**src/nlv_pkg.sv**
```systemverilog
// ============================================================================
// nlv_pkg
// shared types and constants of the decimal number literal validator
// ============================================================================
package nlv_pkg;

    // input transaction: one character of the number string
    typedef struct packed {
        logic [7:0] ch;
        logic       has_char;
        logic       last;
    } t_in_item;

    // result transaction: one status per string
    typedef struct packed {
        logic [2:0] status;
        logic [6:0] mantissa_digits;
        logic [4:0] exponent_digits;
    } t_out_item;

    // configuration register file
    typedef struct packed {
        logic       real_mode;
        logic [5:0] max_mantissa_digits;
        logic [3:0] max_exponent_digits;
    } t_cfg;

    localparam int CFG_IDX_W  = 2;
    localparam int CFG_DATA_W = 6;

    localparam logic [CFG_IDX_W-1:0] CFG_REAL_MODE = 2'd0;
    localparam logic [CFG_IDX_W-1:0] CFG_MAX_MANT  = 2'd1;
    localparam logic [CFG_IDX_W-1:0] CFG_MAX_EXP   = 2'd2;

    localparam logic       RST_REAL_MODE = 1'b1;
    localparam logic [5:0] RST_MAX_MANT  = 6'd30;
    localparam logic [3:0] RST_MAX_EXP   = 4'd5;

    // status codes
    localparam logic [2:0] ST_OK       = 3'd0;
    localparam logic [2:0] ST_EMPTY    = 3'd1;
    localparam logic [2:0] ST_BAD      = 3'd2;
    localparam logic [2:0] ST_TOO_LONG = 3'd3;
    localparam logic [2:0] ST_ZERO     = 3'd4;

    // saturation points of the digit counters
    localparam logic [6:0] MANT_SAT = 7'd64;
    localparam logic [4:0] EXP_SAT  = 5'd16;

    // characters of interest
    localparam logic [7:0] CHR_ZERO  = 8'h30;
    localparam logic [7:0] CHR_NINE  = 8'h39;
    localparam logic [7:0] CHR_PLUS  = 8'h2B;
    localparam logic [7:0] CHR_MINUS = 8'h2D;
    localparam logic [7:0] CHR_POINT = 8'h2E;
    localparam logic [7:0] CHR_LOW_E = 8'h65;
    localparam logic [7:0] CHR_UP_E  = 8'h45;

    // character class found by the front end
    typedef enum logic [2:0] {
        CLS_DIGIT   = 3'd0,
        CLS_SIGN    = 3'd1,
        CLS_POINT   = 3'd2,
        CLS_EXPMARK = 3'd3,
        CLS_OTHER   = 3'd4
    } t_cls;

    // classified character as queued between front and back
    typedef struct packed {
        t_cls cls;
        logic is_zero;
        logic has_char;
        logic last;
    } t_token;

    // token channel from front to back
    typedef struct packed {
        logic   valid;
        t_token tok;
    } t_tok_chan;

    localparam int TOKQ_DEPTH = 4;
    localparam int TOKQ_PTR_W = 2;
    localparam int TOKQ_CNT_W = 3;

    localparam int RESQ_DEPTH = 2;
    localparam int RESQ_PTR_W = 1;
    localparam int RESQ_CNT_W = 2;

    // parser phase
    typedef enum logic [4:0] {
        PH_START  = 5'b00001,
        PH_INT    = 5'b00010,
        PH_FRAC   = 5'b00100,
        PH_ESTART = 5'b01000,
        PH_EXP    = 5'b10000
    } t_phase;

endpackage

```
**src/number_literal_validator.sv**
```systemverilog
// ============================================================================
// number_literal_validator
// checks decimal number strings one character at a time
// ============================================================================
// Characters enter through a queue-style port (push/full) at up to one per
// cycle; a front end classifies each character and places it in a four-entry
// token queue, and a back end steps the number grammar one token per cycle
// while the result queue has room for a last token, so the sustained rate is
// one character per clock. A character is registered in the token queue
// before it reaches the grammar state, and a string's status lands on the
// result port (empty/pop) at the same edge at which its last transaction
// leaves the token queue. Each string gives exactly one result transaction,
// on the transaction with last set; a transaction with has_char low adds no
// character. The result queue holds two statuses, so a stalled consumer backs
// up first the token queue and then the input. Configuration writes
// (real_mode, max mantissa digits, max exponent digits) take effect at once
// and are meant for idle periods.
// ============================================================================
module number_literal_validator (
    input  logic                              i_clk,
    input  logic                              i_rst_n,
    // input transactions
    input  logic                              push,
    output logic                              full,
    input  nlv_pkg::t_in_item                 i_item,
    // result transactions
    output logic                              empty,
    input  logic                              pop,
    output nlv_pkg::t_out_item                o_result,
    // configuration write port
    input  logic                              i_cfg_we,
    input  logic [nlv_pkg::CFG_IDX_W-1:0]     i_cfg_idx,
    input  logic [nlv_pkg::CFG_DATA_W-1:0]    i_cfg_wdata
);
    import nlv_pkg::*;

    t_cfg      r_cfg;
    t_tok_chan w_tok;
    logic      w_tok_pop;

    // configuration registers, unknown indexes are dropped
    always_ff @(posedge i_clk) begin
        if (!i_rst_n) begin
            r_cfg.real_mode           <= RST_REAL_MODE;
            r_cfg.max_mantissa_digits <= RST_MAX_MANT;
            r_cfg.max_exponent_digits <= RST_MAX_EXP;
        end else if (i_cfg_we) begin
            unique case (i_cfg_idx)
                CFG_REAL_MODE: r_cfg.real_mode           <= i_cfg_wdata[0];
                CFG_MAX_MANT:  r_cfg.max_mantissa_digits <= i_cfg_wdata[5:0];
                CFG_MAX_EXP:   r_cfg.max_exponent_digits <= i_cfg_wdata[3:0];
                default: begin
                end
            endcase
        end
    end

    // front end: classify and buffer characters
    nlv_front u_front (
        .i_clk     (i_clk),
        .i_rst_n   (i_rst_n),
        .push      (push),
        .full      (full),
        .i_item    (i_item),
        .o_tok     (w_tok),
        .i_tok_pop (w_tok_pop)
    );

    // back end: grammar walk and result queue
    nlv_back u_back (
        .i_clk     (i_clk),
        .i_rst_n   (i_rst_n),
        .i_cfg     (r_cfg),
        .i_tok     (w_tok),
        .o_tok_pop (w_tok_pop),
        .empty     (empty),
        .pop       (pop),
        .o_result  (o_result)
    );

endmodule

```
**src/nlv_front.sv**
```systemverilog
// ============================================================================
// nlv_front
// classifies each accepted character and holds it in a short token queue
// ============================================================================
module nlv_front (
    input  logic              i_clk,
    input  logic              i_rst_n,
    input  logic              push,
    output logic              full,
    input  nlv_pkg::t_in_item i_item,
    output nlv_pkg::t_tok_chan o_tok,
    input  logic              i_tok_pop
);
    import nlv_pkg::*;

    t_token                r_mem [TOKQ_DEPTH];
    logic [TOKQ_PTR_W-1:0] r_wr_ptr, n_wr_ptr;
    logic [TOKQ_PTR_W-1:0] r_rd_ptr, n_rd_ptr;
    logic [TOKQ_CNT_W-1:0] r_cnt, n_cnt;
    t_token                w_tok;
    logic                  w_wr;
    logic                  w_rd;

    // character classification
    always_comb begin
        w_tok.has_char = i_item.has_char;
        w_tok.last     = i_item.last;
        w_tok.is_zero  = (i_item.ch == CHR_ZERO);
        unique case (i_item.ch) inside
            [CHR_ZERO:CHR_NINE]:  w_tok.cls = CLS_DIGIT;
            CHR_PLUS, CHR_MINUS:  w_tok.cls = CLS_SIGN;
            CHR_POINT:            w_tok.cls = CLS_POINT;
            CHR_LOW_E, CHR_UP_E:  w_tok.cls = CLS_EXPMARK;
            default:              w_tok.cls = CLS_OTHER;
        endcase
    end

    assign full = (r_cnt == TOKQ_CNT_W'(TOKQ_DEPTH));
    assign w_wr = push && !full;
    assign w_rd = i_tok_pop && (r_cnt != '0);

    assign o_tok.valid = (r_cnt != '0);
    assign o_tok.tok   = r_mem[r_rd_ptr];

    always_comb begin
        n_wr_ptr = w_wr ? r_wr_ptr + 1'b1 : r_wr_ptr;
        n_rd_ptr = w_rd ? r_rd_ptr + 1'b1 : r_rd_ptr;
        n_cnt    = r_cnt + TOKQ_CNT_W'(w_wr) - TOKQ_CNT_W'(w_rd);
    end

    always_ff @(posedge i_clk) begin
        if (!i_rst_n) begin
            r_wr_ptr <= '0;
            r_rd_ptr <= '0;
            r_cnt    <= '0;
        end else begin
            r_wr_ptr <= n_wr_ptr;
            r_rd_ptr <= n_rd_ptr;
            r_cnt    <= n_cnt;
        end
    end

    always_ff @(posedge i_clk) begin
        if (w_wr) begin
            r_mem[r_wr_ptr] <= w_tok;
        end
    end

    a_cnt_range: assert property (@(posedge i_clk) disable iff (!i_rst_n)
        r_cnt <= TOKQ_CNT_W'(TOKQ_DEPTH))
        else $error("token queue count out of range");

    a_ptr_gap: assert property (@(posedge i_clk) disable iff (!i_rst_n)
        (r_cnt == '0 || r_cnt == TOKQ_CNT_W'(TOKQ_DEPTH)) |-> (r_wr_ptr == r_rd_ptr))
        else $error("token queue pointers disagree with count");

    a_no_pop_empty: assert property (@(posedge i_clk) disable iff (!i_rst_n)
        i_tok_pop |-> o_tok.valid)
        else $error("token popped from empty queue");

endmodule

```
**src/nlv_back.sv**
```systemverilog
// ============================================================================
// nlv_back
// walks the grammar one token per cycle while results fit; queues the statuses
// ============================================================================
module nlv_back (
    input  logic               i_clk,
    input  logic               i_rst_n,
    input  nlv_pkg::t_cfg      i_cfg,
    input  nlv_pkg::t_tok_chan i_tok,
    output logic               o_tok_pop,
    output logic               empty,
    input  logic               pop,
    output nlv_pkg::t_out_item o_result
);
    import nlv_pkg::*;

    t_phase     r_phase, n_phase;
    logic [6:0] r_mant, n_mant;
    logic [4:0] r_exp, n_exp;
    logic       r_phd, n_phd;
    logic       r_bad, n_bad;
    logic       r_zero, n_zero;
    logic [1:0] r_seen, n_seen;

    t_out_item             r_res [RESQ_DEPTH];
    logic [RESQ_PTR_W-1:0] r_wr_ptr;
    logic [RESQ_PTR_W-1:0] r_rd_ptr;
    logic [RESQ_CNT_W-1:0] r_cnt;

    t_token    w_tok;
    logic      w_take;
    logic      w_res_push;
    logic      w_res_pop;
    t_out_item w_res;

    assign w_tok      = i_tok.tok;
    // a last token needs room for its result
    assign w_take     = i_tok.valid &&
                        (!w_tok.last || r_cnt != RESQ_CNT_W'(RESQ_DEPTH));
    assign o_tok_pop  = w_take;
    assign w_res_push = w_take && w_tok.last;
    assign w_res_pop  = pop && !empty;

    always_comb begin
        n_phase = r_phase;
        n_mant  = r_mant;
        n_exp   = r_exp;
        n_phd   = r_phd;
        n_bad   = r_bad;
        n_zero  = r_zero;
        n_seen  = r_seen;

        if (w_tok.has_char) begin
            if (r_seen == 2'd0) begin
                n_zero = w_tok.is_zero;
            end
            if (r_seen != 2'd3) begin
                n_seen = r_seen + 2'd1;
            end
            if (!r_bad) begin
                case (w_tok.cls)
                    CLS_DIGIT: begin
                        n_phd = 1'b1;
                        if (r_phase == PH_START || r_phase == PH_INT ||
                            r_phase == PH_FRAC) begin
                            if (r_phase == PH_START) begin
                                n_phase = PH_INT;
                            end
                            if (r_mant != MANT_SAT) begin
                                n_mant = r_mant + 7'd1;
                            end
                        end else begin
                            n_phase = PH_EXP;
                            if (r_exp != EXP_SAT) begin
                                n_exp = r_exp + 5'd1;
                            end
                        end
                    end
                    CLS_SIGN: begin
                        if (r_phase == PH_START) begin
                            n_phase = PH_INT;
                        end else if (r_phase == PH_ESTART && i_cfg.real_mode) begin
                            n_phase = PH_EXP;
                        end else begin
                            n_bad = 1'b1;
                        end
                    end
                    CLS_POINT: begin
                        if (i_cfg.real_mode && r_phase == PH_INT && r_phd) begin
                            n_phase = PH_FRAC;
                            n_phd   = 1'b0;
                        end else begin
                            n_bad = 1'b1;
                        end
                    end
                    CLS_EXPMARK: begin
                        if (i_cfg.real_mode && r_phd &&
                            (r_phase == PH_INT || r_phase == PH_FRAC)) begin
                            n_phase = PH_ESTART;
                            n_phd   = 1'b0;
                        end else begin
                            n_bad = 1'b1;
                        end
                    end
                    default: begin
                        n_bad = 1'b1;
                    end
                endcase
            end
        end

        // status from the state after this token
        if (n_seen == 2'd0) begin
            w_res.status = ST_EMPTY;
        end else if (n_bad || !n_phd) begin
            w_res.status = ST_BAD;
        end else if (n_mant > {1'b0, i_cfg.max_mantissa_digits} ||
                     n_exp > {1'b0, i_cfg.max_exponent_digits}) begin
            w_res.status = ST_TOO_LONG;
        end else if (!i_cfg.real_mode && n_seen == 2'd1 && n_zero) begin
            w_res.status = ST_ZERO;
        end else begin
            w_res.status = ST_OK;
        end
        w_res.mantissa_digits = n_mant;
        w_res.exponent_digits = i_cfg.real_mode ? n_exp : 5'd0;
    end

    always_ff @(posedge i_clk) begin
        if (!i_rst_n) begin
            r_phase <= PH_START;
            r_mant  <= '0;
            r_exp   <= '0;
            r_phd   <= 1'b0;
            r_bad   <= 1'b0;
            r_zero  <= 1'b0;
            r_seen  <= '0;
        end else if (w_take) begin
            if (w_tok.last) begin
                r_phase <= PH_START;
                r_mant  <= '0;
                r_exp   <= '0;
                r_phd   <= 1'b0;
                r_bad   <= 1'b0;
                r_zero  <= 1'b0;
                r_seen  <= '0;
            end else begin
                r_phase <= n_phase;
                r_mant  <= n_mant;
                r_exp   <= n_exp;
                r_phd   <= n_phd;
                r_bad   <= n_bad;
                r_zero  <= n_zero;
                r_seen  <= n_seen;
            end
        end
    end

    // result queue
    assign empty    = (r_cnt == '0);
    assign o_result = r_res[r_rd_ptr];

    always_ff @(posedge i_clk) begin
        if (!i_rst_n) begin
            r_wr_ptr <= '0;
            r_rd_ptr <= '0;
            r_cnt    <= '0;
        end else begin
            if (w_res_push) begin
                r_wr_ptr <= r_wr_ptr + 1'b1;
            end
            if (w_res_pop) begin
                r_rd_ptr <= r_rd_ptr + 1'b1;
            end
            r_cnt <= r_cnt + RESQ_CNT_W'(w_res_push) - RESQ_CNT_W'(w_res_pop);
        end
    end

    always_ff @(posedge i_clk) begin
        if (w_res_push) begin
            r_res[r_wr_ptr] <= w_res;
        end
    end

    a_res_cnt: assert property (@(posedge i_clk) disable iff (!i_rst_n)
        r_cnt <= RESQ_CNT_W'(RESQ_DEPTH))
        else $error("result queue count out of range");

    a_clear_after_last: assert property (@(posedge i_clk) disable iff (!i_rst_n)
        (w_take && w_tok.last) |=> (r_seen == 2'd0 && !r_bad && r_phase == PH_START))
        else $error("string state not cleared after last token");

    a_frozen_when_bad: assert property (@(posedge i_clk) disable iff (!i_rst_n)
        (r_bad && w_take && !w_tok.last) |=>
            ($stable(r_mant) && $stable(r_exp) && $stable(r_phase)))
        else $error("counts moved after a bad symbol");

endmodule

```
**config.mk**
```make
export PLATFORM = sky130hd
export DESIGN_NAME = number_literal_validator
export DESIGN_NICKNAME = d
export VERILOG_FILES = /design/src/nlv_pkg.sv /design/src/number_literal_validator.sv /design/src/nlv_front.sv /design/src/nlv_back.sv
export SDC_FILE = /design/constraint.sdc
export NUM_CORES = 1
export LEC_CHECK = 0
export BUFFER_PORTS_ARGS = -buffer_cell sky130_fd_sc_hd__buf_2
export CORE_MARGIN = 1
export CORE_UTILIZATION = 55
export CTS_BUF_LIST = sky130_fd_sc_hd__clkbuf_8
export DETAILED_ROUTE_END_ITERATION = 8
export PLACE_DENSITY = 0.77
export SYNTH_ARGS = -nofsm -noshare
export SYNTH_HDL_FRONTEND = slang
export SYNTH_HIERARCHICAL = 1
export SYNTH_SLANG_ARGS = --single-unit
```
**constraint.sdc**
```tcl
create_clock -name i_clk -period 3.25 [get_ports i_clk]
set_input_delay 0.325 -clock i_clk [delete_from_list [all_inputs] [get_ports i_clk]]
set_output_delay 0.325 -clock i_clk [all_outputs]
set_load 0.02 [all_outputs]
```
Word-level counts from Yosys, hierarchy flattened
Memories as Yosys holds them, arrays and structs flattened. A register that Yosys moved wholly into a read port is not among the register bits.
Cells that the tools add are included.
{"block": "totals", "register_bits": 44, "latchBits": 0, "ramBits": 54, "rom_bits": 0, "inputBits": 23, "out_inout_bits": 17, "wordCells": 153, "n_memories": 2}
{"name": "u_back.r_res", "depth": 2, "word_bits": 15, "read_ports": 1, "rd_clocked_by_memory_dff": 1, "wr": 1, "line": "nlv_back.sv:25", "rtl": "t_out_item r_res [RESQ_DEPTH];"}
{"name": "u_front.r_mem", "depth": 4, "word_bits": 6, "read_ports": 1, "rd_clocked_by_memory_dff": 1, "wr": 1, "line": "nlv_front.sv:16", "rtl": "t_token r_mem [TOKQ_DEPTH];"}
{"block": "op_classes", "addsub": 11, "n_mul": 0, "div": 0, "order_cmp": 4, "eq_ne": 26, "shifts": 0, "n_mux": 56, "bitwise": 0, "reduce_logical": 38}
{"op": "two-way mux 5 bit", "n": 16}
{"op": "two-way mux 7 bit", "n": 6}
{"op": "== test 8 x 6 -> 1 bit, second input constant", "n": 4}
{"op": "two-way mux 1 bit", "n": 21}
{"op": "case mux 5 bit (4 select lines)", "n": 1}
{"op": "== test 8 x 7 -> 1 bit, second input constant", "n": 2}
{"op": "logical AND 1 bit", "n": 13}
{"op": "two-way mux 3 bit", "n": 4}
{"op": "case mux 3 bit (4 select lines)", "n": 1}
{"op": "two-way mux 2 bit", "n": 5}
{"op": "greater-or-equal comparator 8 x 6 -> 1 bit, second input constant", "n": 1}
{"op": "<= comparator 8 x 6 -> 1 bit, second input constant", "n": 1}
{"op": "zero test 2 bit", "n": 4}
{"op": "AND reduction 8 bit", "n": 1}
{"op": "adder 7 x 1 -> 7 bit, second input constant", "n": 1}
{"op": "> comparator 7 x 6 -> 1 bit", "n": 1}
{"op": "inequality test 7 bit, second input constant", "n": 1}
{"op": "adder 2 x 1 -> 2 bit, second input constant", "n": 3}
{"op": "== test 3 x 2 -> 1 bit, second input constant", "n": 2}
{"op": "logical OR 1 bit", "n": 6}
{"op": "inequality test 2 bit, second input constant", "n": 3}
{"op": "inequality test 3 x 1 -> 1 bit, second input constant", "n": 2}
{"op": "AND reduction 2 bit", "n": 3}
{"op": "adder 5 x 1 -> 5 bit, second input constant", "n": 1}
{"op": "25 further kinds", "n": 32}

Logic depth before layout (Yosys ltp)
{"block": "depth", "ltp_word": 12, "mapped_depth": 15, "mapped_depth_nobuf": 14}

Modules after synthesis
Netlist, hierarchy kept.
{"module": "nlv_back", "instances": 1, "cells_per_inst": 307, "area_each_um2": 3116.7, "seq_area_each_um2": 1441.4}
{"module": "nlv_front", "instances": 1, "cells_per_inst": 104, "area_each_um2": 1512.7, "seq_area_each_um2": 900.9}
{"module": "number_literal_validator", "instances": 1, "cells_per_inst": 48, "area_each_um2": 480.5, "seq_area_each_um2": 220.2}

Worst setup path before layout
Ideal clock, no wire load.
{"block": "synth_path", "path_kind": "reg2reg", "startpoint": "reg (tool-made name)", "endpoint": "mem u_back/r_res[0][13] (netlist name), data pin", "setup_ns": 0.267, "arrival_time_ns": 3.045, "t_required_ns": 2.983, "path_slack_ns": -0.062, "path_stages_with_launch": 15, "path_buffers": 1, "synth_period_minus_slack_ns": 3.312, "cell_sequence": "dfxtp_1 buf_2 mux4_2 nor4b_2 nand2_1 nor3_4 nand2_1 o21ai_1 ha_1 a21oi_1 a21o_1 a21oi_1 a21oi_1 and3_1 a21oi_1"}
{"element": "to (decl)", "line": "nlv_back.sv:25"}

==> reports/qor.yml <==
die-area_um2: 9681
ioPinCount: 40
hold_buffers: 0
viasPerCell: 5.836
finalCriticalPeriod_ns: 3.259
ant_nets: 0
coreArea_um2: 8848
rsz0062_at_grt: "true"
routed_wl_mm: 10.20
clk_latency_ns: 0.37
path_class: "reg2reg"
leakage_nw: 2.331
vias: 3729
syn2layout_area_growth_pct: 14.69
synth_area_per_cell_um2: 11.13
min_to: "u_front/r_mem[3][1]"
violations: "negative setup slack"
rows: 34
h-tree-depth: 3
yosys_register_bits: 101
async_flop_share_pct: 0
firstDrtPassIters: 7
clock-sinks: 101
path_clk_slew_ns: 0.10
relSlewSlack_pct: 54.96
drv_cap: 0
grt_usage_pct: 22.03
gp_congestion: 0.8631
cp_max_fo: 4
yosys_warnings: 6
grt_pass1_vias: 3639
hold_viol: 0
status: "finished with violations"
postPlaceCellArea_um2: 5578
numCtsBuffers: 9
fin_crit_sh_pct: 100.3
setup_violations: 6
synth_edf_count: 54
cp.arrival_ns: 3.37
initial_core_util_pct: 57.75
stdcell_area_um2: 5861
fin_skew_ns: 0.009904
route.detailed.drc: 0
min_path_type: "in2reg"
worstMarginPinSlew_ns: 0.6747
clock_path_buffers: 2
cts_root_buf: "clkbuf_8"
antenna_found_initial: 0
synth.distinct_cells: 69
routedWlPerCell_um: 15.97
cp.required_ns: 3.36
setup_slack_ns: -0.008872
r2r_cells: 12
endpoint_kind: "flop"
grt_overflow: 0
grt_pass1_wl_mm: 16.91
power.density_nw_per_um2: 654.3
hold_depth: 1
dp_hpwl_mm: 7.377
yosysSeqAreaShare_pct: 50.15
nNetsFinal: 572
startpoint_type: "flop"
tritoncts: "done"
reg2reg_to: "u_back/r_res[1][13]"
synth_nets: 505
fmax_mhz: 306.9
io_buffer_count: 39
final_cell_mix: "edfxtp_1, dfxtp_1, buf_2, inv_1, buf_4"
die_h_um: 98.39
die_w_um: 98.39
ir_drop_uv: 378.3
synthFlopType: "edfxtp_1"
mostFrequentLayoutCell: "edfxtp_1"
syn-cell-area_um2: 5110
maxSlewViolCount: 0
whs_ns: 0.1680
grt_max_degree: 48
n_antenna_cell: 0
reg2reg_slack_ns: -0.009
drive_gt1_share_pct: 26.18
worst_hold_startpoint: "i_item[1]"
netlist_instances: 459
drt-initial-drc-count: 326
## worst max-delay path, cell delays in order, from the launching register on
cell     delay [ns]
dfxtp_4        0.38
mux4_2         0.54
nor4b_4        0.35
nand2_2        0.16
buf_4          0.19
nor3_4         0.18
xnor2_2        0.11
ha_1           0.34
a21oi_1        0.15
o21ai_0        0.12
a21oi_2        0.21
and3_1         0.18
a21oi_1        0.08
## metal layers
| metal | global-route usage [%] | vias up | routed length (µm) |
|---|---|---|---|
| met5 | 0 | - | 0 |
| met4 | 9.529 | 0 | 167 |
| met3 | 4.366 | 21 | 507 |
| met2 | 36.94 | 126 | 4979 |
| met1 | 27.82 | 1776 | 4549 |
| li1 | - | 1806 | - |
## state kept, by name (all words and copies together), names as in the netlist, named ones only
| register | cells |
|---|---|
| u_back/r_seen | 2 |
| u_front/r_wr_ptr | 2 |
| u_front/r_rd_ptr | 2 |
| u_back/r_res | 30 |
| u_back/r_phd | 1 |
| u_back/r_wr_ptr | 1 |
| u_front/r_mem | 24 |
| u_back/r_cnt | 2 |
| u_back/r_phase | 5 |
| u_back/r_rd_ptr | 1 |
| r_cfg | 11 |
| u_back/r_zero | 1 |
| u_back/r_bad | 1 |
| u_back/r_exp | 5 |
| u_back/r_mant | 7 |
| u_front/r_cnt | 3 |
## cell type report
cell class              instances  area, µm²
multi-input cells             308       2379
repair buffers                 71      435.4
clock inverters                 7      77.57
fillers                       667       2988
inverters                      35      143.9
well taps                     108      135.1
flip-flops and latches        101       2566
clock buffers                   9      123.9
## cells by family (layout without fill, tap and decap cells)
family | Yosys count | after routing | share of synthesized area, %
xor+xnor | 14 | 14 | 2.547
fa+ha+maj | 23 | 23 | 5.779
compound gates | 79 | 79 | 11.09
simple gates | 160 | 160 | 17.87
flops | 101 | 101 | 50.15
buf+inv | 50 | 122 | 4.456
mux | 32 | 32 | 8.105
## cell usage after synthesis (all sizes together) (3+ instances only)
| library cell | instances | area share [%] |
|---|---|---|
| a21boi | 4 | 0.59 |
| a21o | 4 | 0.59 |
| a21oi | 17 | 1.8 |
| a22oi | 7 | 1.0 |
| a31oi | 4 | 0.49 |
| and2 | 15 | 1.8 |
| and3 | 9 | 1.2 |
| and3b | 3 | 0.54 |
| buf | 8 | 1.1 |
| clkbuf | 7 | 0.51 |
| dfxtp | 47 | 18 |
| edfxtp | 54 | 32 |
| ha | 22 | 5.4 |
| inv | 34 | 2.5 |
| mux2 | 15 | 3.3 |
| mux2i | 11 | 2.2 |
| mux4 | 6 | 2.6 |
| nand2 | 28 | 2.1 |
| nand2b | 3 | 0.37 |
| nand3 | 14 | 1.4 |
| nand4 | 7 | 0.86 |
| nand4b | 7 | 1.2 |
| nor2 | 26 | 1.9 |
| nor2b | 24 | 2.9 |
| nor3 | 11 | 1.3 |
| nor3b | 3 | 0.54 |
| o211ai | 6 | 1.2 |
| o21a | 3 | 0.44 |
| o21ai | 17 | 1.8 |
| o22ai | 3 | 0.37 |
| xnor2 | 9 | 1.5 |
| xor2 | 5 | 1.0 |
## worst max-delay path by stage
| stage | from | cells past startpoint | slack, ns | endpoint |
|---|---|---|---|---|
| 6_report | flop | 12 | -0.009 | u_back/r_res[1][13] |
| 5_1_grt | flop | 12 | -0.19 | u_back/r_res[1][13] |
| 4_1_cts | flop | 12 | -0.02 | u_back/r_res[1][13] |
| 3_5_place_dp | flop | 12 | -0.21 | u_back/r_res[1][13] |
| 3_3_place_gp | flop | 12 | -0.06 | u_back/r_res[0][14] |
| 2_1_floorplan | flop | 14 | 0.01 | u_back/r_res[0][13] |
## report_power, final
group	internal, mW	switching, mW	total (mW)
Clock	0.305	0.477	0.782
Sequential	1.57	0.129	1.70
Combinational	0.570	0.783	1.35
Total	2.45	1.39	3.83
## what timing repair did
action                                 CTS  global route
endpoints found under the hold margin    0             0
setup endpoints to repair                6             6
buffers inserted                         4             0
pin swaps                               13             5
resized for setup                        9             2
## stage by stage
| step | total power [mW] | instances | util, % | TNS (ns) | setup WS (ns) |
|---|---|---|---|---|---|
| after floorplan | 2.649 | 459 | - | 0 | 0.01013 |
| after global placement | 3.028 | 619 | 63.04 | -0.2425 | -0.06346 |
| after global routing | 4.061 | 639 | 66.23 | -1.137 | -0.1944 |
| after CTS | 3.861 | 639 | 66.05 | -0.07157 | -0.01786 |
| final | 3.835 | 639 | 66.23 | -0.03802 | -0.008872 |
| after detailed placement | 3.076 | 619 | 63.04 | -1.151 | -0.2057 |
Power figures use the tool's default switching activity.
